### config.mk
export PLATFORM = sky130hd
export DESIGN_NAME = ucm_ctrl
export DESIGN_NICKNAME = d
export VERILOG_FILES = /design/src/sv/ucm_pkg.sv /design/src/sv/ucm_ctrl.sv
export SDC_FILE = /design/constraint.sdc
export NUM_CORES = 1
export LEC_CHECK = 0
export ABC_AREA = 1
export BUFFER_PORTS_ARGS = -buffer_cell sky130_fd_sc_hd__buf_2
export CAP_MARGIN = 20
export CORE_MARGIN = 1
export CORE_UTILIZATION = 45
export DETAILED_ROUTE_END_ITERATION = 6
export PLACE_DENSITY = 0.68
export SYNTH_ARGS = -nofsm -noshare
export SYNTH_HDL_FRONTEND = slang
export SYNTH_SLANG_ARGS = --single-unit
### constraint.sdc
create_clock -name i_clk -period 2.9 [get_ports i_clk]
set_input_delay 0.725 -clock i_clk [delete_from_list [all_inputs] [get_ports i_clk]]
set_output_delay 0.725 -clock i_clk [all_outputs]
set_load 0.02 [all_outputs]
### src/sv/ucm_pkg.sv
// ucm_pkg: shared types and constants for the upgma cluster merge block
// no dependencies; compiled first
package ucm_pkg;

    localparam int IDX_BITS        = 4;
    localparam int DIST_FIELD_BITS = 32;
    localparam int SIZE_BITS       = 5;
    localparam int LEAF_BITS       = 5;
    localparam int APB_ADDR_BITS   = 3;
    localparam int APB_DATA_BITS   = 32;

    localparam logic [LEAF_BITS-1:0] LEAF_RESET = 5'd16;

    // register index, taken from paddr above the byte offset
    localparam logic [0:0] REG_LEAF_COUNT = 1'b0;

    typedef enum logic [4:0] {
        ST_IDLE,
        ST_INIT,
        ST_SRCH_INIT,
        ST_SRCH,
        ST_SRCH_DRAIN,
        ST_SIZE1,
        ST_SIZE2,
        ST_MRG_CHK,
        ST_MRG_RD2,
        ST_MRG_MUL,
        ST_MRG_SUM,
        ST_DIV,
        ST_MRG_WR,
        ST_RM_INIT,
        ST_RM_RD,
        ST_RM_WR,
        ST_SZ_UPD,
        ST_EMIT
    } t_state;

    typedef enum logic [4:0] {
        OP_NONE,
        OP_LOAD,
        OP_RUN_INIT,
        OP_SRCH_INIT,
        OP_SRCH_RD,
        OP_SIZE1,
        OP_SIZE2,
        OP_MRG_SKIP,
        OP_MRG_RD1,
        OP_MRG_RD2,
        OP_MRG_MUL,
        OP_MRG_SUM,
        OP_DIV_STEP,
        OP_MRG_WR,
        OP_RM_INIT,
        OP_RM_RD,
        OP_RM_WR,
        OP_SZ_UPD,
        OP_EMIT
    } t_op;

    typedef struct packed {
        logic n_small;
        logic srch_last;
        logic k_end;
        logic k_skip;
        logic div_last;
        logic rm_end;
        logic n_one;
        logic out_free;
    } t_status;

endpackage

### src/sv/ucm_ctrl.sv
// ucm_ctrl: sequencer for load, search, merge, removal and result steps
// depends on ucm_pkg (state, command and status types)
module ucm_ctrl (
    input  logic             i_clk,
    input  logic             i_rst_n,
    input  logic             i_in_valid,
    input  logic             i_in_last,
    input  ucm_pkg::t_status i_status,
    output logic             o_in_ready,
    output ucm_pkg::t_op     o_op
);

    ucm_pkg::t_state r_state;
    ucm_pkg::t_state n_state;
    logic            w_fire;

    assign o_in_ready = (r_state == ucm_pkg::ST_IDLE);
    assign w_fire     = i_in_valid && o_in_ready;

    always_ff @(posedge i_clk) begin
        if (!i_rst_n) begin
            r_state <= ucm_pkg::ST_IDLE;
        end else begin
            r_state <= n_state;
        end
    end

    always_comb begin
        n_state = r_state;
        case (r_state)
            ucm_pkg::ST_IDLE: begin
                if (w_fire && i_in_last) n_state = ucm_pkg::ST_INIT;
            end
            ucm_pkg::ST_INIT: begin
                n_state = i_status.n_small ? ucm_pkg::ST_IDLE : ucm_pkg::ST_SRCH_INIT;
            end
            ucm_pkg::ST_SRCH_INIT: n_state = ucm_pkg::ST_SRCH;
            ucm_pkg::ST_SRCH: begin
                if (i_status.srch_last) n_state = ucm_pkg::ST_SRCH_DRAIN;
            end
            ucm_pkg::ST_SRCH_DRAIN: n_state = ucm_pkg::ST_SIZE1;
            ucm_pkg::ST_SIZE1:      n_state = ucm_pkg::ST_SIZE2;
            ucm_pkg::ST_SIZE2:      n_state = ucm_pkg::ST_MRG_CHK;
            ucm_pkg::ST_MRG_CHK: begin
                if (i_status.k_end) begin
                    n_state = ucm_pkg::ST_RM_INIT;
                end else if (!i_status.k_skip) begin
                    n_state = ucm_pkg::ST_MRG_RD2;
                end
            end
            ucm_pkg::ST_MRG_RD2: n_state = ucm_pkg::ST_MRG_MUL;
            ucm_pkg::ST_MRG_MUL: n_state = ucm_pkg::ST_MRG_SUM;
            ucm_pkg::ST_MRG_SUM: n_state = ucm_pkg::ST_DIV;
            ucm_pkg::ST_DIV: begin
                if (i_status.div_last) n_state = ucm_pkg::ST_MRG_WR;
            end
            ucm_pkg::ST_MRG_WR:  n_state = ucm_pkg::ST_MRG_CHK;
            ucm_pkg::ST_RM_INIT: n_state = ucm_pkg::ST_RM_RD;
            ucm_pkg::ST_RM_RD: begin
                n_state = i_status.rm_end ? ucm_pkg::ST_SZ_UPD : ucm_pkg::ST_RM_WR;
            end
            ucm_pkg::ST_RM_WR:  n_state = ucm_pkg::ST_RM_RD;
            ucm_pkg::ST_SZ_UPD: n_state = ucm_pkg::ST_EMIT;
            ucm_pkg::ST_EMIT: begin
                if (i_status.out_free) begin
                    n_state = i_status.n_one ? ucm_pkg::ST_IDLE : ucm_pkg::ST_SRCH_INIT;
                end
            end
            default: n_state = ucm_pkg::ST_IDLE;
        endcase
    end

    always_comb begin
        o_op = ucm_pkg::OP_NONE;
        case (r_state)
            ucm_pkg::ST_IDLE:      o_op = w_fire ? ucm_pkg::OP_LOAD : ucm_pkg::OP_NONE;
            ucm_pkg::ST_INIT:      o_op = ucm_pkg::OP_RUN_INIT;
            ucm_pkg::ST_SRCH_INIT: o_op = ucm_pkg::OP_SRCH_INIT;
            ucm_pkg::ST_SRCH:      o_op = ucm_pkg::OP_SRCH_RD;
            ucm_pkg::ST_SIZE1:     o_op = ucm_pkg::OP_SIZE1;
            ucm_pkg::ST_SIZE2:     o_op = ucm_pkg::OP_SIZE2;
            ucm_pkg::ST_MRG_CHK: begin
                if (i_status.k_end) begin
                    o_op = ucm_pkg::OP_NONE;
                end else if (i_status.k_skip) begin
                    o_op = ucm_pkg::OP_MRG_SKIP;
                end else begin
                    o_op = ucm_pkg::OP_MRG_RD1;
                end
            end
            ucm_pkg::ST_MRG_RD2: o_op = ucm_pkg::OP_MRG_RD2;
            ucm_pkg::ST_MRG_MUL: o_op = ucm_pkg::OP_MRG_MUL;
            ucm_pkg::ST_MRG_SUM: o_op = ucm_pkg::OP_MRG_SUM;
            ucm_pkg::ST_DIV:     o_op = ucm_pkg::OP_DIV_STEP;
            ucm_pkg::ST_MRG_WR:  o_op = ucm_pkg::OP_MRG_WR;
            ucm_pkg::ST_RM_INIT: o_op = ucm_pkg::OP_RM_INIT;
            ucm_pkg::ST_RM_RD:   o_op = i_status.rm_end ? ucm_pkg::OP_NONE : ucm_pkg::OP_RM_RD;
            ucm_pkg::ST_RM_WR:   o_op = ucm_pkg::OP_RM_WR;
            ucm_pkg::ST_SZ_UPD:  o_op = ucm_pkg::OP_SZ_UPD;
            ucm_pkg::ST_EMIT:    o_op = i_status.out_free ? ucm_pkg::OP_EMIT : ucm_pkg::OP_NONE;
            default:             o_op = ucm_pkg::OP_NONE;
        endcase
    end

endmodule

==> results.sh <==
export IMPL_place_gp_congestion=0.8441
export IMPL_synth_area_leader_cell="dfxtp_1"
export IMPL_cts_made_buffers=3
export IMPL_drive_gt1_share_pct=27.27
export IMPL_slew_headroom_pct=72.87
export IMPL_cp_max_fo=8
export IMPL_clock_fmax_mhz=413.3
export IMPL_antenna_found_initial=0
export IMPL_rr_worst_depth=7
export IMPL_rsz0062_at_grt="no"
export IMPL_syn_area_um2=695.7
export IMPL_synth_main_ff_cell="dfxtp_1"
export IMPL_path_clk_slew_ps=40
export IMPL_vias_per_cell=5.468
export IMPL_worstPathArrival_ps=1690
export IMPL_ys_types=22
export IMPL_ff2ff_setup_slack_ps=1380
export IMPL_cts_root_buf="clkbuf_4"
export IMPL_drt_iter0_drc=29
export IMPL_num_vias=864
export IMPL_top_register="r_state"
export IMPL_async_flop_share_pct=0
export IMPL_timing_rr_start="r_state[2]"
export IMPL_ctsHtreeMaxLevel=1
export IMPL_cts_path_max_buffers=2
export IMPL_track_usage_pct=25.53
export IMPL_drc=0
export IMPL_power_leakage_nw=0.4591
export IMPL_antenna_cells=0
export IMPL_syn_num_nets=135
export IMPL_period_minus_slack_ps=2419
export IMPL_synth_most_common_cell="nand2_1"
export IMPL_dpl_cell_area_um2=792.0
export IMPL_grt_pass1_wl_um=2856
export IMPL_yosys_warnings=0
export IMPL_synth_seq_cells=5
export IMPL_postRouteAntennaNets=0
export IMPL_yosysSeqAreaShare_pct=14.39
export IMPL_yosys_top_cells_count="nand2_1 (25), nor2_1 (22), nand3_1 (18)"
export IMPL_wl_um=1792
export IMPL_worstHoldStart="r_state[0]"
export IMPL_cts_resized=0
export IMPL_hold_viol=0
export IMPL_crit_path_end_kind="primary output"
export IMPL_num_rows=13
export IMPL_clock_latency_ps=250
export IMPL_required_ps=2170
export IMPL_cts_tree="done"
export IMPL_setup_tns_ps=0
export IMPL_maxCapViolations=0
export IMPL_dieHeight_um=41.32
export IMPL_whs_ps=664.2
export IMPL_hold_class="reg -> reg"
export IMPL_port_buffers=17
export IMPL_synthTopCellsByArea="dfxtp_1 (14%), nand2_1 (13%), nand3_1 (13%)"
export IMPL_ios=18
export IMPL_fin_total_pwr_w=0.0002836
export IMPL_cts_hold_buffers=0
export IMPL_grt_overflow=0
export IMPL_fin_nets=156
export IMPL_worstSetupPathType="reg -> out"
export IMPL_die_area_um2=1707
export IMPL_avgSynthCellArea_um2=5.656
export IMPL_status="finished clean"
export IMPL_ir_drop_uv=279.3
export IMPL_largest_reg_flops=5
export IMPL_synth_top_area_share_pct=14.39
export IMPL_min_period_over_period_pct=83.42
export IMPL_first_pass_iters=4
export IMPL_hold_depth=2
export IMPL_synth_edff_count=0
export IMPL_die_w_um=41.32
export IMPL_grt_pass1_vias=692
export IMPL_top_regs="r_state: 5 flops"
export IMPL_finalMaxSlewViolations=0
export IMPL_finalInstanceArea_um2=818.3
export IMPL_initial_core_util_pct=50.92
export IMPL_grt_max_degree=14
export IMPL_finClkSkew_ps=1.575
export IMPL_clkSinkCount=5
export IMPL_start_kind="register"
export IMPL_post_cts_buffers=0
export IMPL_fillers=145
export IMPL_power_density_nw_per_um2=346.6
export IMPL_regToRegEndpoint="r_state[0]"
export IMPL_setup_viol=0
export IMPL_area_growth_pct=17.63
export IMPL_dp_hpwl_um=1484
export IMPL_synthCells=123
export IMPL_coreArea_um2=1366
export IMPL_tightest_slew_ps=406.5
export IMPL_post_drt_wl_per_cell_um=11.34
export IMPL_hold_path_end="r_state[0]"
-- area by class of cell --
| type | count | area (µm²) | area share [%] |
|---|---|---|---|
| clock buffer | 4 | 26.28 | 3.211 |
| inverter | 16 | 60.06 | 7.339 |
| multi-input combinational | 101 | 528.0 | 64.53 |
| sequential | 5 | 100.1 | 12.23 |
| tap | 15 | 18.77 | 2.294 |
| timing repair buffer | 17 | 85.08 | 10.40 |
-- layout by cell type, fill, tap and decap left out, types with 2 or more instances in the layout --
cell type,synthesis,routed
clkbuf_4,0,3
nand2_1,25,25
dfxtp_1,5,5
o21ai_0,4,4
nand4_1,3,3
a21oi_1,5,5
nor2_4,3,3
inv_2,3,3
inv_1,13,13
nor2_2,4,4
nand3_2,2,2
o211ai_1,2,2
nand2_2,4,4
nor3_1,2,2
nor2_1,22,22
nand3_1,18,18
buf_2,0,17
nand3_4,2,2
-- layer usage --
layer	global-route usage (%)	wire length (µm)
met1	34.63	859
met4	9.677	40
met3	3.723	124
met2	40.63	768
met5	0	0
-- cell families after synthesis --
logic type             count (synthesis)  share of synthesized area (%)
AOI/OAI and AO/OA                     15                          12.41
and+or+nand+nor                       86                          63.49
buffers and inverters                 17                          9.713
DFF                                    5                          14.39
-- worst max path at each step --
| stage | from | to |
|---|---|---|
| 2_1_floorplan | r_state[2] | o_op[0] |
| 3_3_place_gp | i_status[2] | o_op[3] |
| 3_5_place_dp | i_status[2] | o_op[3] |
| 4_1_cts | r_state[2] | o_op[0] |
| 5_1_grt | r_state[4] | o_op[1] |
| 6_report | r_state[2] | o_op[0] |
-- power by group --
group	leakage (nW)	internal (W)	switching, W	total (W)
combinational	0.404	0.0000421	0.0000728	0.000115
sequential	0.0406	0.0000736	0.0000134	0.0000870
clock	0.0150	0.0000521	0.0000296	0.0000817
-- worst max-delay path: stages (launching register included) --
cell	delay, ps
dfxtp_1	340
nor2_2	300
inv_1	120
nor3_1	330
nor2_1	100
nand3_1	90
buf_2	160
-- through the flow --
stage / utilization (%) / setup WS (ps) / cells
finish: 59.89 / 480.7 / 158
global route: 59.89 / 348.3 / 158
CTS: 59.89 / 504.2 / 158
detailed placement: 57.97 / 708.3 / 154
global placement: 57.97 / 705.8 / 154
floorplan: - / 870.3 / 123
No activity file was read; power rests on OpenSTA's default activity.
